[config.mk]
export PLATFORM = sky130hd
export DESIGN_NAME = touch_detector_with_baseline_unit
export DESIGN_NICKNAME = d
export VERILOG_FILES = /design/src/rtl/tdb_pkg.sv /design/src/rtl/touch_detector_with_baseline_unit.sv
export SDC_FILE = /design/constraint.sdc
export NUM_CORES = 1
export LEC_CHECK = 0
export BUFFER_PORTS_ARGS = -buffer_cell sky130_fd_sc_hd__buf_2
export CORE_AREA = 2 2 161 131
export DETAILED_ROUTE_END_ITERATION = 16
export DIE_AREA = 0 0 163 133
export GPL_TIMING_DRIVEN = 0
export SYNTH_ARGS = -nofsm -noshare
export SYNTH_HDL_FRONTEND = slang
export SYNTH_SLANG_ARGS = --single-unit
[constraint.sdc]
create_clock -name clk_i -period 7.3 [get_ports clk_i]
set_input_delay 1.095 -clock clk_i [delete_from_list [all_inputs] [get_ports clk_i]]
set_output_delay 1.095 -clock clk_i [all_outputs]
set_load 0.005 [all_outputs]
[src/rtl/tdb_pkg.sv]
package tdb_pkg;

  localparam int SampleW = 8;
  localparam int StateW  = 2;
  localparam int MultW   = 4;
  localparam int CfgIdxW = 2;
  localparam int CfgDatW = 4;

  localparam logic [StateW-1:0] ST_NOT_INSTALLED = 2'd0;
  localparam logic [StateW-1:0] ST_DEAD          = 2'd1;
  localparam logic [StateW-1:0] ST_TOUCHED       = 2'd2;
  localparam logic [StateW-1:0] ST_RELEASED      = 2'd3;

  localparam logic [SampleW-1:0] FAIL_CODE = 8'd254;

  localparam logic [CfgIdxW-1:0] REG_INSTALLED = 2'd0;
  localparam logic [CfgIdxW-1:0] REG_TOUCH_MUL = 2'd1;
  localparam logic [CfgIdxW-1:0] REG_REL_MUL   = 2'd2;

  localparam logic [MultW-1:0] TOUCH_MUL_RST = 4'd10;
  localparam logic [MultW-1:0] REL_MUL_RST   = 4'd5;

  typedef struct packed {
    logic [StateW-1:0]  channel_state;
    logic [SampleW-1:0] baseline_average;
  } result_t;

endpackage

[src/rtl/touch_detector_with_baseline_unit.sv]
// channel   | dir | handshake                    | word
// ----------+-----+------------------------------+--------------------------------------
// sample    | in  | in_valid_i / in_ready_o      | sample_i
// result    | out | out_valid_o / out_ready_i    | channel_state_o, baseline_average_o
// config    | in  | cfg_valid_i / cfg_ready_o    | cfg_index_i, cfg_data_i
//
// one sample per cycle unless the skid word is full; each result is registered
// the window lives in a memory with a registered read of the next oldest slot,
// so the sum update and the new average fit into the accepting cycle
// the average is registered and found by a reciprocal multiply of the new sum
// reset clears per-slot valid bits at once; no clearing pass is needed
// a two-word output buffer keeps the input open for one stalled result
module touch_detector_with_baseline_unit
  import tdb_pkg::*;
#(
  parameter int WINDOW_DEPTH = 8
) (
  input  logic                clk_i,
  input  logic                rst_ni,
  input  logic                in_valid_i,
  output logic                in_ready_o,
  input  logic [SampleW-1:0]  sample_i,
  output logic                out_valid_o,
  input  logic                out_ready_i,
  output logic [StateW-1:0]   channel_state_o,
  output logic [SampleW-1:0]  baseline_average_o,
  input  logic                cfg_valid_i,
  output logic                cfg_ready_o,
  input  logic [CfgIdxW-1:0]  cfg_index_i,
  input  logic [CfgDatW-1:0]  cfg_data_i
);

  localparam int PtrW    = $clog2(WINDOW_DEPTH);
  localparam int SumW    = SampleW + PtrW;
  localparam int RecipK  = SumW + PtrW;
  localparam int RecipW  = SumW + 1;
  localparam int ProdW   = SumW + RecipW;
  localparam int ThrW    = SampleW + MultW;
  localparam logic [RecipW-1:0] RecipM =
    RecipW'((2 ** RecipK + WINDOW_DEPTH - 1) / WINDOW_DEPTH);
  localparam logic [PtrW-1:0] LastPtr = PtrW'(WINDOW_DEPTH - 1);

  logic [SampleW-1:0] win_mem [WINDOW_DEPTH];
  logic [SampleW-1:0] rd_q;
  logic [WINDOW_DEPTH-1:0] vld_q;
  logic [PtrW-1:0] ptr_q, ptr_d;
  logic [SumW-1:0] sum_q, sum_d, sum_push;
  logic [SampleW-1:0] avg_q, avg_d, avg_push;
  logic [ProdW-1:0] recip_prod;
  logic [StateW-1:0] st_q, st_d, st_next;
  logic installed_q;
  logic [MultW-1:0] tmul_q, rmul_q;

  logic in_fire, out_fire, cfg_fire, push, active;
  logic [SampleW-1:0] old_val;
  logic [ThrW-1:0] thr_touch, thr_rel;

  result_t res, out_q, skid_q;
  logic out_vld_q, skid_full_q;

  assign in_ready_o  = !skid_full_q;
  assign cfg_ready_o = 1'b1;
  assign in_fire     = in_valid_i && in_ready_o;
  assign out_fire    = out_vld_q && out_ready_i;
  assign cfg_fire    = cfg_valid_i && cfg_ready_o;

  // oldest slot was prefetched last cycle; unwritten slots read as zero
  assign old_val = vld_q[ptr_q] ? rd_q : '0;

  assign thr_touch = ThrW'(avg_q) * ThrW'(tmul_q);
  assign thr_rel   = ThrW'(avg_q) * ThrW'(rmul_q);
  assign active    = (st_q == ST_RELEASED) || (st_q == ST_TOUCHED);

  always_comb begin
    st_next = st_q;
    push    = 1'b0;
    if (active) begin
      if (sample_i == FAIL_CODE) begin
        st_next = ST_DEAD;
      end else begin
        if (st_q == ST_RELEASED && ThrW'(sample_i) > thr_touch) begin
          st_next = ST_TOUCHED;
        end else if (st_q == ST_TOUCHED && ThrW'(sample_i) < thr_rel) begin
          st_next = ST_RELEASED;
        end
        push = (st_next == ST_RELEASED);
      end
    end
  end

  // candidate sum and average if this sample enters the window
  assign sum_push   = sum_q - SumW'(old_val) + SumW'(sample_i);
  assign recip_prod = ProdW'(sum_push) * ProdW'(RecipM);
  assign avg_push   = (recip_prod[RecipK +: SampleW] == '0) ? SampleW'(1)
                                                            : recip_prod[RecipK +: SampleW];

  always_comb begin
    sum_d = sum_q;
    avg_d = avg_q;
    ptr_d = ptr_q;
    st_d  = st_q;
    if (cfg_fire && cfg_index_i == REG_INSTALLED) begin
      st_d = cfg_data_i[0] ? ST_RELEASED : ST_NOT_INSTALLED;
    end else if (in_fire) begin
      st_d = st_next;
    end
    if (in_fire && push) begin
      sum_d = sum_push;
      avg_d = avg_push;
      ptr_d = (ptr_q == LastPtr) ? '0 : ptr_q + PtrW'(1);
    end
  end

  assign res.channel_state    = in_fire ? st_next : st_q;
  assign res.baseline_average = avg_q;

  always_ff @(posedge clk_i) begin
    if (in_fire && push) begin
      win_mem[ptr_q] <= sample_i;
    end
    rd_q <= win_mem[ptr_d];
  end

  always_ff @(posedge clk_i or negedge rst_ni) begin
    if (!rst_ni) begin
      vld_q       <= '0;
      ptr_q       <= '0;
      sum_q       <= '0;
      avg_q       <= SampleW'(1);
      st_q        <= ST_RELEASED;
      installed_q <= 1'b1;
      tmul_q      <= TOUCH_MUL_RST;
      rmul_q      <= REL_MUL_RST;
    end else begin
      if (in_fire && push) begin
        vld_q[ptr_q] <= 1'b1;
      end
      ptr_q <= ptr_d;
      sum_q <= sum_d;
      avg_q <= avg_d;
      st_q  <= st_d;
      if (cfg_fire) begin
        unique case (cfg_index_i)
          REG_INSTALLED: installed_q <= cfg_data_i[0];
          REG_TOUCH_MUL: tmul_q      <= cfg_data_i;
          REG_REL_MUL:   rmul_q      <= cfg_data_i;
          default: ;
        endcase
      end
    end
  end

  // output register plus one skid word
  always_ff @(posedge clk_i or negedge rst_ni) begin
    if (!rst_ni) begin
      out_vld_q   <= 1'b0;
      skid_full_q <= 1'b0;
    end else begin
      if (!out_vld_q || out_fire) begin
        if (skid_full_q) begin
          out_vld_q   <= 1'b1;
          skid_full_q <= 1'b0;
        end else begin
          out_vld_q <= in_fire;
        end
      end else if (in_fire) begin
        skid_full_q <= 1'b1;
      end
    end
  end

  always_ff @(posedge clk_i) begin
    if (!out_vld_q || out_fire) begin
      out_q <= skid_full_q ? skid_q : res;
    end
    if (out_vld_q && !out_fire && in_fire) begin
      skid_q <= res;
    end
  end

  assign out_valid_o        = out_vld_q;
  assign channel_state_o    = out_q.channel_state;
  assign baseline_average_o = out_q.baseline_average;

  a_ready_low_full: assert property (@(posedge clk_i) disable iff (!rst_ni)
    !in_ready_o |-> out_vld_q)
    else $error("input stalled with empty output register");

  a_avg_nonzero: assert property (@(posedge clk_i) disable iff (!rst_ni)
    avg_q != '0)
    else $error("baseline average reached zero");

  a_dead_sticks: assert property (@(posedge clk_i) disable iff (!rst_ni)
    (st_q == ST_DEAD && !(cfg_fire && cfg_index_i == REG_INSTALLED)) |=> st_q == ST_DEAD)
    else $error("dead channel left dead state");

  a_push_active: assert property (@(posedge clk_i) disable iff (!rst_ni)
    (in_fire && push) |-> (active && sample_i != FAIL_CODE && installed_q))
    else $error("window written on inactive channel");

endmodule

# [After elaboration in Yosys (flattened, before gate mapping)]
# Memory sizes are Yosys's and may differ from the RTL's. A register that Yosys moved wholly into a read port is not among the register bits.
# Index checks and enable logic that the tools add are counted.
[totals] n_memories=1 ram_bits=64 register_bits=62 input_bits=19
[op_classes] n_bitwise=1 n_eq_ne=7 muxes=25 magnitude_cmp=4 n_mul=2 n_reduce_logical=19 n_addsub=3
[memory_table] memory="win_mem" depth=8 word_bits=8 read_ports=1 rd_ports_with_merged_regs=1 write_ports=1 line_no="touch_detector_with_baseline_unit.sv:43" source="logic [SampleW-1:0] win_mem [WINDOW_DEPTH];"
[op_table] cell="8-bit by 4-bit multiplier with 12-bit output" n=2
[op_table] cell="2-bit 2-to-1 mux" n=9
[op_table] cell="8-bit 2-to-1 mux" n=2
[op_table] cell="8-bit by 12-bit greater-than comparator with 1-bit output" n=1
[op_table] cell="8-bit by 12-bit less-than comparator with 1-bit output" n=1
[op_table] cell="11-bit by 8-bit adder with 11-bit output" n=1
[op_table] cell="11-bit by 8-bit subtractor with 11-bit output" n=1
[op_table] cell="10-bit 2-to-1 mux" n=1
[op_table] cell="1-bit logical AND" n=9
[op_table] cell="1-bit 2-to-1 mux" n=9
[op_table] cell="2-bit equality test, second input constant" n=4
[op_table] cell="8-bit equality test, second input constant" n=1
[op_table] cell="8-bit logical NOT" n=1
[op_table] cell="8-bit OR" n=1
[op_table] cell="3-bit 2-to-1 mux" n=2
[op_table] cell="3-bit by 4-bit less-than comparator with 1-bit output, second input constant" n=1
[op_table] cell="2-bit AND reduction" n=2
[op_table] cell="3-bit by 1-bit adder with 3-bit output, second input constant" n=1
[op_table] cell="1-bit binary-select mux with 3-bit select" n=1
[op_table] cell="1-bit demux with 3-bit select" n=1
[op_table] cell="3-bit equality test, second input constant" n=1
[op_table] cell="3-bit by 1-bit >= comparator with 1-bit output, second input constant" n=1
[op_table] cell="1-bit logical NOT" n=3
[op_table] cell="2-bit by 1-bit equality test with 1-bit output, second input constant" n=1
[op_table] cell="3 further kinds" n=4

# [Logic depth before layout (Yosys ltp)]
# Gate-level depths: netlist of run 1.
[logic_depth] word_depth=13 mapped_depth=23 mapped_depth_nobuf=20

# [Worst setup path before layout of run 1]
# No wires, ideal clock.
[synth_timing] kind="flip-flop to flip-flop" startpoint="reg avg_q[0]" endpoint="mem win_mem[1][0] (enable)" t_required_ns=6.915 slack_ns=1.650 setup_time_ns=0.385 n_path_buf=3 synth_period_minus_slack_ns=5.650 arrival_time_ns=5.265 path_stages_with_launch=22 cell_sequence="dfstp_2 -> clkbuf_1 -> nand2_1 -> fa_1 -> inv_1 -> fa_1 -> inv_1 -> fa_1 -> nor2b_1 -> o21ai_0 -> nand3b_1 -> nand2_1 -> ha_1 -> a21oi_1 -> a21boi_0 -> o311ai_1 -> nor3_2 -> nor3_4 -> buf_6 -> buf_6 -> nand2_1 -> nor3_1"
[synth_between] elab_chain_cells=13 elab_cells_between_ends=16
[synth_lines] element="start: declaration" line_no="touch_detector_with_baseline_unit.sv:48" source="logic [SampleW-1:0] avg_q, avg_d, avg_push;"
[synth_lines] element="start signal: assignment" line_no="touch_detector_with_baseline_unit.sv:129" source="avg_q <= SampleW'(1);"
[synth_lines] element="start signal: assignment" line_no="touch_detector_with_baseline_unit.sv:140" source="avg_q <= avg_d;"
[synth_lines] element="8-bit by 4-bit multiplier with 12-bit output" line_no="touch_detector_with_baseline_unit.sv:71" source="assign thr_rel = ThrW'(avg_q) * ThrW'(rmul_q);"
[synth_lines] element="8-bit by 12-bit less-than comparator with 1-bit output" line_no="touch_detector_with_baseline_unit.sv:83" source="end else if (st_q == ST_TOUCHED && ThrW'(sample_i) < thr_rel) begin"
[synth_lines] element="1-bit logical AND" line_no="touch_detector_with_baseline_unit.sv:83"
[synth_lines] element="2-bit 2-to-1 mux" line_no="touch_detector_with_baseline_unit.sv:83"
[synth_lines] element="2-bit 2-to-1 mux *" line_no="touch_detector_with_baseline_unit.sv:81" source="if (st_q == ST_RELEASED && ThrW'(sample_i) > thr_touch) begin"
[synth_lines] element="2-bit 2-to-1 mux *" line_no="touch_detector_with_baseline_unit.sv:78" source="if (sample_i == FAIL_CODE) begin"
[synth_lines] element="2-bit 2-to-1 mux *" line_no="touch_detector_with_baseline_unit.sv:77" source="if (active) begin"
[synth_lines] element="2-bit equality test *" line_no="touch_detector_with_baseline_unit.sv:86" source="push = (st_next == ST_RELEASED);"
[synth_lines] element="1-bit 2-to-1 mux *" line_no="touch_detector_with_baseline_unit.sv:78"
[synth_lines] element="1-bit 2-to-1 mux *" line_no="touch_detector_with_baseline_unit.sv:77"
[synth_lines] element="1-bit logical AND *" line_no="touch_detector_with_baseline_unit.sv:118" source="if (in_fire && push) begin"
[synth_lines] element="1-bit 2-to-1 mux *" line_no="touch_detector_with_baseline_unit.sv:118"
[synth_lines] element="1-bit 2-to-1 mux (implied by the code) *" line_no="touch_detector_with_baseline_unit.sv:119" source="win_mem[ptr_q] <= sample_i;"
[synth_lines] element="end: declaration" line_no="touch_detector_with_baseline_unit.sv:43"
# Every way passes the cells marked *; elsewhere a longest branch is shown, timed or not. The select of a mux whose other input is x is not followed.

# [Worst setup path after layout of run 1]
[layout_timing] startpoint="reg avg_q[0]" endpoint="mem win_mem[7][4] (enable)"
# Same word-level chain as after synthesis.

==> results of run 1 <==
[layout make-up]
cell class | instances | area share
plain buffers | 24 | 0.0131
well taps | 269 | 0.0336
clock inverters | 13 | 0.0171
multi-input cells | 568 | 0.469
flip-flops and latches | 134 | 0.373
repair buffers | 32 | 0.0160
inverters | 95 | 0.0355
clock buffers | 18 | 0.0428
[routing by layer]
layer | vias to the layer above | share of wire | track usage
met3 | 12 | 0.039 | 0.0301
met5 | - | 0 | 0
met1 | 3042 | 0.51 | 0.300
li1 | 2975 | - | -
met4 | 0 | 0.0089 | 0.0506
met2 | 121 | 0.44 | 0.300
[kinds of logic after synthesis]
family                   count (synthesis)  synth area share
AND/OR/NAND/NOR                        245             0.140
flip-flops                             134             0.419
AO/OA/AOI/OAI                          132             0.113
buffers and inverters                  119            0.0547
adder cells (fa/ha/maj)                 92             0.156
multiplexers                            82             0.101
XOR/XNOR                                16            0.0157
other                                    1          0.000420
[power by group through the flow]
stage          combinational (mW)  sequential, mW  clock, mW
2_1_floorplan                2.35            1.08          0
6_report                     3.03            1.12      0.887
3_5_place_dp                 3.00            1.14          0
5_1_grt                      3.46            1.14      0.931
4_1_cts                      3.03            1.12      0.898
3_3_place_gp                 2.98            1.13          0
[flip-flops by register name (all words and copies together) (netlist names)]
| signal | count |
|---|---|
| rd_q | 8 |
| skid_full_q | 1 |
| out_valid_o | 1 |
| channel_state_o | 2 |
| ptr_q | 3 |
| st_q | 2 |
| skid_q | 10 |
| vld_q | 8 |
| rmul_q | 4 |
| avg_q | 8 |
| win_mem | 64 |
| tmul_q | 4 |
| sum_q | 11 |
| baseline_average_o | 8 |
[stage by stage]
| step | power [mW] | setup slack [ns] | hold slack [ns] | instance area [um^2] | util |
|---|---|---|---|---|---|
| 6_report | 5.04 | 0.749 | 0.445 | 10000 | 0.494 |
| 5_1_grt | 5.54 | 0.285 | 0.475 | 10000 | 0.494 |
| 4_1_cts | 5.05 | 0.559 | 0.448 | 10000 | 0.494 |
| 3_5_place_dp | 4.14 | 0.586 | 0.431 | 9420 | 0.464 |
| 3_3_place_gp | 4.11 | 0.368 | 0.431 | 9410 | 0.464 |
| 2_1_floorplan | 3.43 | 1.65 | 0.423 | 8920 | - |
[cells in the mapped netlist (13+ instances only)]
cell type	number	area, um^2
fa_1	32	641
mux2_2	44	495
inv_1	93	349
and2_1	51	319
a211o_1	25	219
nor2b_1	14	87.6
a21oi_1	19	95.1
ha_1	60	751
nand2_1	95	357
mux2i_1	28	280
o21ai_0	26	130
nor2_1	22	82.6
dfrtp_1	35	876
nor3_1	13	65.1
clkbuf_1	15	56.3
edfxtp_1	84	2520
[worst max path at each step]
stage	startpoint	slack (ns)	to
after global placement	avg_q[0]	0.37	win_mem[6][4]
after detailed placement	avg_q[0]	0.59	win_mem[2][4]
after global routing	avg_q[0]	0.29	win_mem[7][4]
after CTS	avg_q[0]	0.56	win_mem[2][2]
final	avg_q[0]	0.75	win_mem[7][4]
after floorplan	avg_q[0]	1.65	win_mem[1][0]
[layout by cell type, fill, tap and decap left out, types with 4 or more instances in the layout]
cell type	n
dfxtp_1	8
nand4_1	4
o211ai_1	4
nand2b_1	9
mux2i_1	28
and2_1	51
xnor2_1	7
a211o_1	25
nand3_1	7
clkbuf_16	17
o2111a_1	8
clkbuf_1	16
nor2_1	22
xor2_1	9
inv_6	4
a21oi_1	19
dfrtp_1	35
a21o_1	10
mux2_2	44
dfstp_2	7
buf_2	35
buf_6	4
fa_1	32
edfxtp_1	84
inv_1	93
ha_1	60
mux2_1	9
or2_1	7
nor3_1	11
o21ai_0	26
nor2b_1	14
nand2_1	95
==> results.tsv, run 1 <==
stage	metric	value	unit
synthesis	syn_area_per_cell	10.9	um^2
critical_path	critical path class	reg2reg	
global_route	antenna violations before repair	0	
clock_network	worst-case clock buffer depth	2	
clock_network	Sink Count	134	
critical_path	Worst setup EP type	flop	
route	initial DRC count	433	
synthesis	top_reg_cell synth	edfxtp_1	
clock_network	CTS buffer count	17	
synthesis	Netlist cell types	75	
sta	Sum Neg Setup Slack	0	ns
clock_network	post-CTS sizing	0	
clock_network	post-CTS setup repair buffer count	0	
floorplanning	Die H	133	um
sta	RSZ-0062 raised after global routing	false	
status	status	completed	
cells_and_area	Multi-input gate area	0.00470	mm^2
clock_network	CTS clk-pin slew, worst paths	0.06	ns
critical_path	CP arrival	6.59	ns
cells_and_area	Area Overhead vs Synth	12.4	%
route	Vias/cell	5.33	
floorplanning	I/O pins	32	
power_and_ir_drop	Switching Power	2.23	mW
global_route	largest net degree at the start of global routing	43	
clock_network	H-tree levels	4	
sta	Worst Max-Slew Pin Slew	1.00	ns
critical_path	Crit path depth	21	
synthesis	ys async rst share	0.313	
job	total of max-cap violations	0	
synthesis	register area share after synthesis	0.419	
sta	Max Freq	153	MHz
route	Routed Antenna Nets	0	
critical_path	CP delay by family, top	simple AND/OR/NAND/NOR gates	
clock_network	CTS Hold Bufs	0	
critical_path	R2R Setup Slk	0.75	ns
power_and_ir_drop	Clock power frac	0.176	
cells_and_area	Antenna Cells	0	
sta	relative slew slack	0.330	
critical_path	critical path peak fanout	10	
critical_path	critical path launch point type	flop	
route	# DRC	0	
sta	Slew Viols, Final	0	
synthesis	Syn Inst Count	821	
route	drt total wl	20300	um
sta	Final Critical Period	6.55	ns
critical_path	R2R depth	21	
critical_path	reg2reg start	avg_q[0]	
global_route	vias in the first global route	6085	
floorplanning	die area	0.0217	mm^2
critical_path	slowest cell on the critical path	nor2_1	
cells_and_area	Fillers	1857	
global_route	Global Route Usage Sum	0.199	
sta	final worst-path cycle share	0.897	
global_route	first-pass GRT wire length	32900	um
synthesis	Synth Warn #	0	
power_and_ir_drop	switch share	0.442	
power_and_ir_drop	sequential share of power	0.223	
power_and_ir_drop	combinational share of power	0.601	
cells_and_area	nets	983	
sta	# setup viols final	0	
critical_path	critical path's largest stage delay	0.80	ns
synthesis	#FFs+latches synth	134	
route	DR WL/cell	17.6	um
power_and_ir_drop	Leak	4.26	nW
critical_path	crit path cell chain	clkbuf_1 > nand2_1 > fa_1 > inv_1 > fa_1 > inv_1 > fa_1 > nor2b_1 > o21ai_0 > nand3b_1 > nand2_1 > ha_1 > a21oi_1 > a21boi_0 > o311ai_1 > nor3_2 > nor3_4 > buf_6 > buf_6 > nand2_1 > nor2_1	
critical_path	CP required	7.34	ns
route	First-pass DRT Iterations	5	
floorplanning	initial core utilization	0.440	
synthesis	mapped cell area	0.00892	mm^2
placed_design	count of input and output buffers	30	
worst_hold_path	Hold Path Depth	0	
sta	endpoints failing hold	0	
synthesis	syn_nets	932	
power_and_ir_drop	Internal Pwr Total	2.81	mW
clock_network	Worst-Skew Late Latency	0.42	ns
cells_and_area	register area	0.00374	mm^2
worst_hold_path	HP Class	reg2reg	
clock_network	CTS tree	yes	
placed_design	cell total after placement	1121	
synthesis	Post-synth EDFFs	84	
cells_and_area	share of cells above drive strength 1	0.158	
cells_and_area	post-route insts no fill	1153	
worst_hold_path	WHS Endpoint	skid_q[7]	
floorplanning	row cnt	47	
critical_path	Bufs and invs on worst path	5	
floorplanning	Die X-Extent	163	um
power_and_ir_drop	PD cells	502	mW/mm^2
sta	clock skew	0.0128	ns
power_and_ir_drop	Peak supply drop	0.332	mV
critical_path	RR Endpoint	win_mem[7][4]	
clock_network	clock root cell	clkbuf_16	
route	via count	6150	
worst_hold_path	min-delay src	avg_q[7]	
placed_design	Final Wtd Congestion	0.796	
floorplanning	Placeable Area	0.0203	mm^2
placed_design	Post-DP HPWL	14500	um
global_route	total gr overflow	0	
Note: power is estimated with default switching activity, not from simulation.
==> run 2: changes to the inputs <==
ABC_AREA = 1   (was default)
CORE_AREA = 2 2 160 131   (was 2 2 161 131)
DIE_AREA = 0 0 162 133   (was 0 0 163 133)
==> results.tsv, run 2 <==
stage	metric	value	unit
status	status	completed	
cells_and_area	Antenna Cells	0	
synthesis	cell taking the most area after synthesis	edfxtp_1	
global_route	antenna violations before repair	0	
power_and_ir_drop	sequential share of power	0.220	
sta	Slew Viols, Final	0	
global_route	total gr overflow	0	
placed_design	Final Wtd Congestion	0.840	
critical_path	Worst setup EP type	flop	
sta	relative slew slack	0.338	
clock_network	CTS buffer count	17	
worst_hold_path	HP Class	reg2reg	
route	First-pass DRT Iterations	5	
floorplanning	initial core utilization	0.440	
route	DR WL/cell	14.2	um
cells_and_area	Largest Register	win_mem	
synthesis	Post-synth EDFFs	84	
route	via count	6595	
synthesis	Netlist cell types	41	
clock_network	worst-case clock buffer depth	2	
synthesis	syn_area_per_cell	8.45	um^2
critical_path	CP arrival	5.75	ns
clock_network	CTS Hold Bufs	0	
synthesis	area share of the largest cell type after synthesis	0.285	
route	drt total wl	19600	um
placed_design	count of input and output buffers	30	
sta	# setup viols final	0	
route	Routed Antenna Nets	0	
job	total of max-cap violations	0	
clock_network	CTS clk-pin slew, worst paths	0.06	ns
clock_network	clock root cell	clkbuf_16	
critical_path	critical path peak fanout	10	
sta	Hold WS	0.438	ns
critical_path	critical path class	reg2reg	
cells_and_area	max reg flops	64	
sta	Max Freq	175	MHz
synthesis	top_reg_cell synth	edfxtp_1	
cells_and_area	fin util	0.492	
synthesis	Syn Inst Count	1048	
power_and_ir_drop	PD cells	463	mW/mm^2
floorplanning	row cnt	47	
power_and_ir_drop	Clock power frac	0.179	
global_route	largest net degree at the start of global routing	43	
global_route	first-pass GRT wire length	32800	um
power_and_ir_drop	Leak	5.07	nW
power_and_ir_drop	Switching Power	2.15	mW
clock_network	Worst-Skew Late Latency	0.43	ns
power_and_ir_drop	Internal Pwr Total	2.43	mW
synthesis	most frequent cell after synthesis	inv_1	
sta	Sum Neg Setup Slack	0	ns
synthesis	synth cell count leaders	246 x inv_1, 244 x nand2_1, 84 x edfxtp_1	
cells_and_area	Area Overhead vs Synth	11.7	%
critical_path	critical path launch point type	flop	
synthesis	register area share after synthesis	0.423	
synthesis	Synth Warn #	0	
route	Vias/cell	4.78	
clock_network	Sink Count	134	
cells_and_area	Fillers	1930	
floorplanning	Placeable Area	0.0201	mm^2
sta	final worst-path cycle share	0.781	
global_route	Global Route Usage Sum	0.196	
cells_and_area	most frequent cells in the layout	246 x inv_1, 244 x nand2_1, 84 x edfxtp_1, 81 x nand3_1, 60 x ha_1	
route	initial DRC count	430	
sta	RSZ-0062 raised after global routing	false	
sta	Final Critical Period	5.70	ns
sta	clock skew	0.0102	ns
clock_network	post-CTS sizing	0	
sta	Worst Max-Slew Pin Slew	0.993	ns
clock_network	post-CTS setup repair buffer count	0	
synthesis	syn_nets	1159	
cells_and_area	biggest regs	win_mem (64), sum_q (11), skid_q (10)	
placed_design	Post-DP HPWL	14700	um
route	# DRC	0	
synthesis	main area contributors after synthesis	edfxtp_1 28%, inv_1 10%, nand2_1 10%, dfrtp_1 9.9%, ha_1 8.5%	
synthesis	ys async rst share	0.313	
cells_and_area	commonest non-fill, non-tap cell in the layout	inv_1	
floorplanning	Die H	133	um
critical_path	CP required	7.35	ns
synthesis	mapped cell area	0.00885	mm^2
cells_and_area	share of cells above drive strength 1	0.0991	
floorplanning	I/O pins	32	
sta	endpoints failing hold	0	
floorplanning	die area	0.0215	mm^2
floorplanning	Die X-Extent	162	um
power_and_ir_drop	combinational share of power	0.601	
clock_network	H-tree levels	4	
cells_and_area	nets	1208	
power_and_ir_drop	switch share	0.469	
global_route	vias in the first global route	6459	
clock_network	CTS tree	yes	
synthesis	#FFs+latches synth	134	
power_and_ir_drop	Peak supply drop	0.223	mV
[run 2: cell count changes in the layout (fill, tap and decap cells not counted), moves of 24 or more]
cell / change
mux2i_1: -28
a211o_1: -25
nand2_1: +149
mux2_2: -44
nand3_1: +74
o21ai_0: +24
inv_1: +153
and2_1: -51
[run 2: logic make-up after synthesis]
group	count (synthesis)	share of synthesized area
xor+xnor	17	0.0168
simple gates	419	0.213
flops	134	0.423
fa+ha+maj	92	0.157
other cells	1	0.000424
compound gates	98	0.0630
buf+inv	287	0.127
[run 2: power groups by stage]
stage,registers (mW),clock network (mW),logic [mW]
after floorplan,1.01,0,2.12
after global placement,1.02,0,2.70
after detailed placement,1.02,0,2.73
after CTS,1.01,0.832,2.76
after global routing,1.02,0.863,3.19
final,1.01,0.818,2.75
[run 2: critical path: stages (launching register included)]
cell,delay (ns)
dfstp_2,0.51
clkbuf_1,0.36
nand2_1,0.15
fa_1,0.55
inv_1,0.06
fa_1,0.58
inv_1,0.07
fa_1,0.46
o21ai_2,0.22
xnor2_1,0.18
ha_1,0.27
nand2_1,0.08
nor2_1,0.05
nor3_1,0.13
nand2_1,0.07
nand3_1,0.08
nor2_1,0.05
nand4_2,0.13
nand3_2,0.13
buf_6,0.18
clkbuf_1,0.23
nor2_1,0.77
[run 2: final cells by class]
| class | instances | area (um^2) | area share |
|---|---|---|---|
| Multi-Input combinational cell | 627 | 3990 | 0.403 |
| Sequential cell | 134 | 3740 | 0.378 |
| Inverter | 251 | 942 | 0.0953 |
| Clock buffer | 19 | 433 | 0.0438 |
| Tap cell | 269 | 337 | 0.0340 |
| Buffer | 36 | 183 | 0.0185 |
| Timing Repair Buffer | 30 | 150 | 0.0152 |
| Clock inverter | 13 | 119 | 0.0120 |
[run 2: path summary, 6_finish.rpt]
path	from	end	slack, ns	depth (start not counted)
setup / recovery	tmul_q[3]	win_mem[1][4]	1.60	21
hold / removal	avg_q[2]	skid_q[2]	0.44	0
setup reg to reg	tmul_q[3]	win_mem[1][4]	1.60	21
hold reg to reg	avg_q[2]	skid_q[2]	0.44	0
max in group asynchronous	rst_ni	avg_q[1]	5.84	1
min in group asynchronous	rst_ni	vld_q[3]	0.83	1
[run 2: per-layer routing]
| layer | track usage | wire length [um] | up-vias | part of all wire |
|---|---|---|---|---|
| met4 | 0.0536 | 264 | 0 | 0.013 |
| met1 | 0.298 | 10200 | 3090 | 0.52 |
| met3 | 0.0379 | 872 | 17 | 0.044 |
| li1 | - | - | 3371 | - |
| met5 | 0 | 0 | - | 0 |
| met2 | 0.285 | 8320 | 117 | 0.42 |
[run 2: stage by stage]
stage | setup WS [ns] | power (mW) | instance area [um^2] | cells
after floorplan | 2.53 | 3.13 | 8850 | 1048
after CTS | 1.65 | 4.60 | 9890 | 1379
after detailed placement | 1.68 | 3.75 | 9340 | 1347
after global placement | 1.74 | 3.72 | 9340 | 1347
final | 1.60 | 4.58 | 9890 | 1379
after global routing | 1.39 | 5.08 | 9890 | 1379
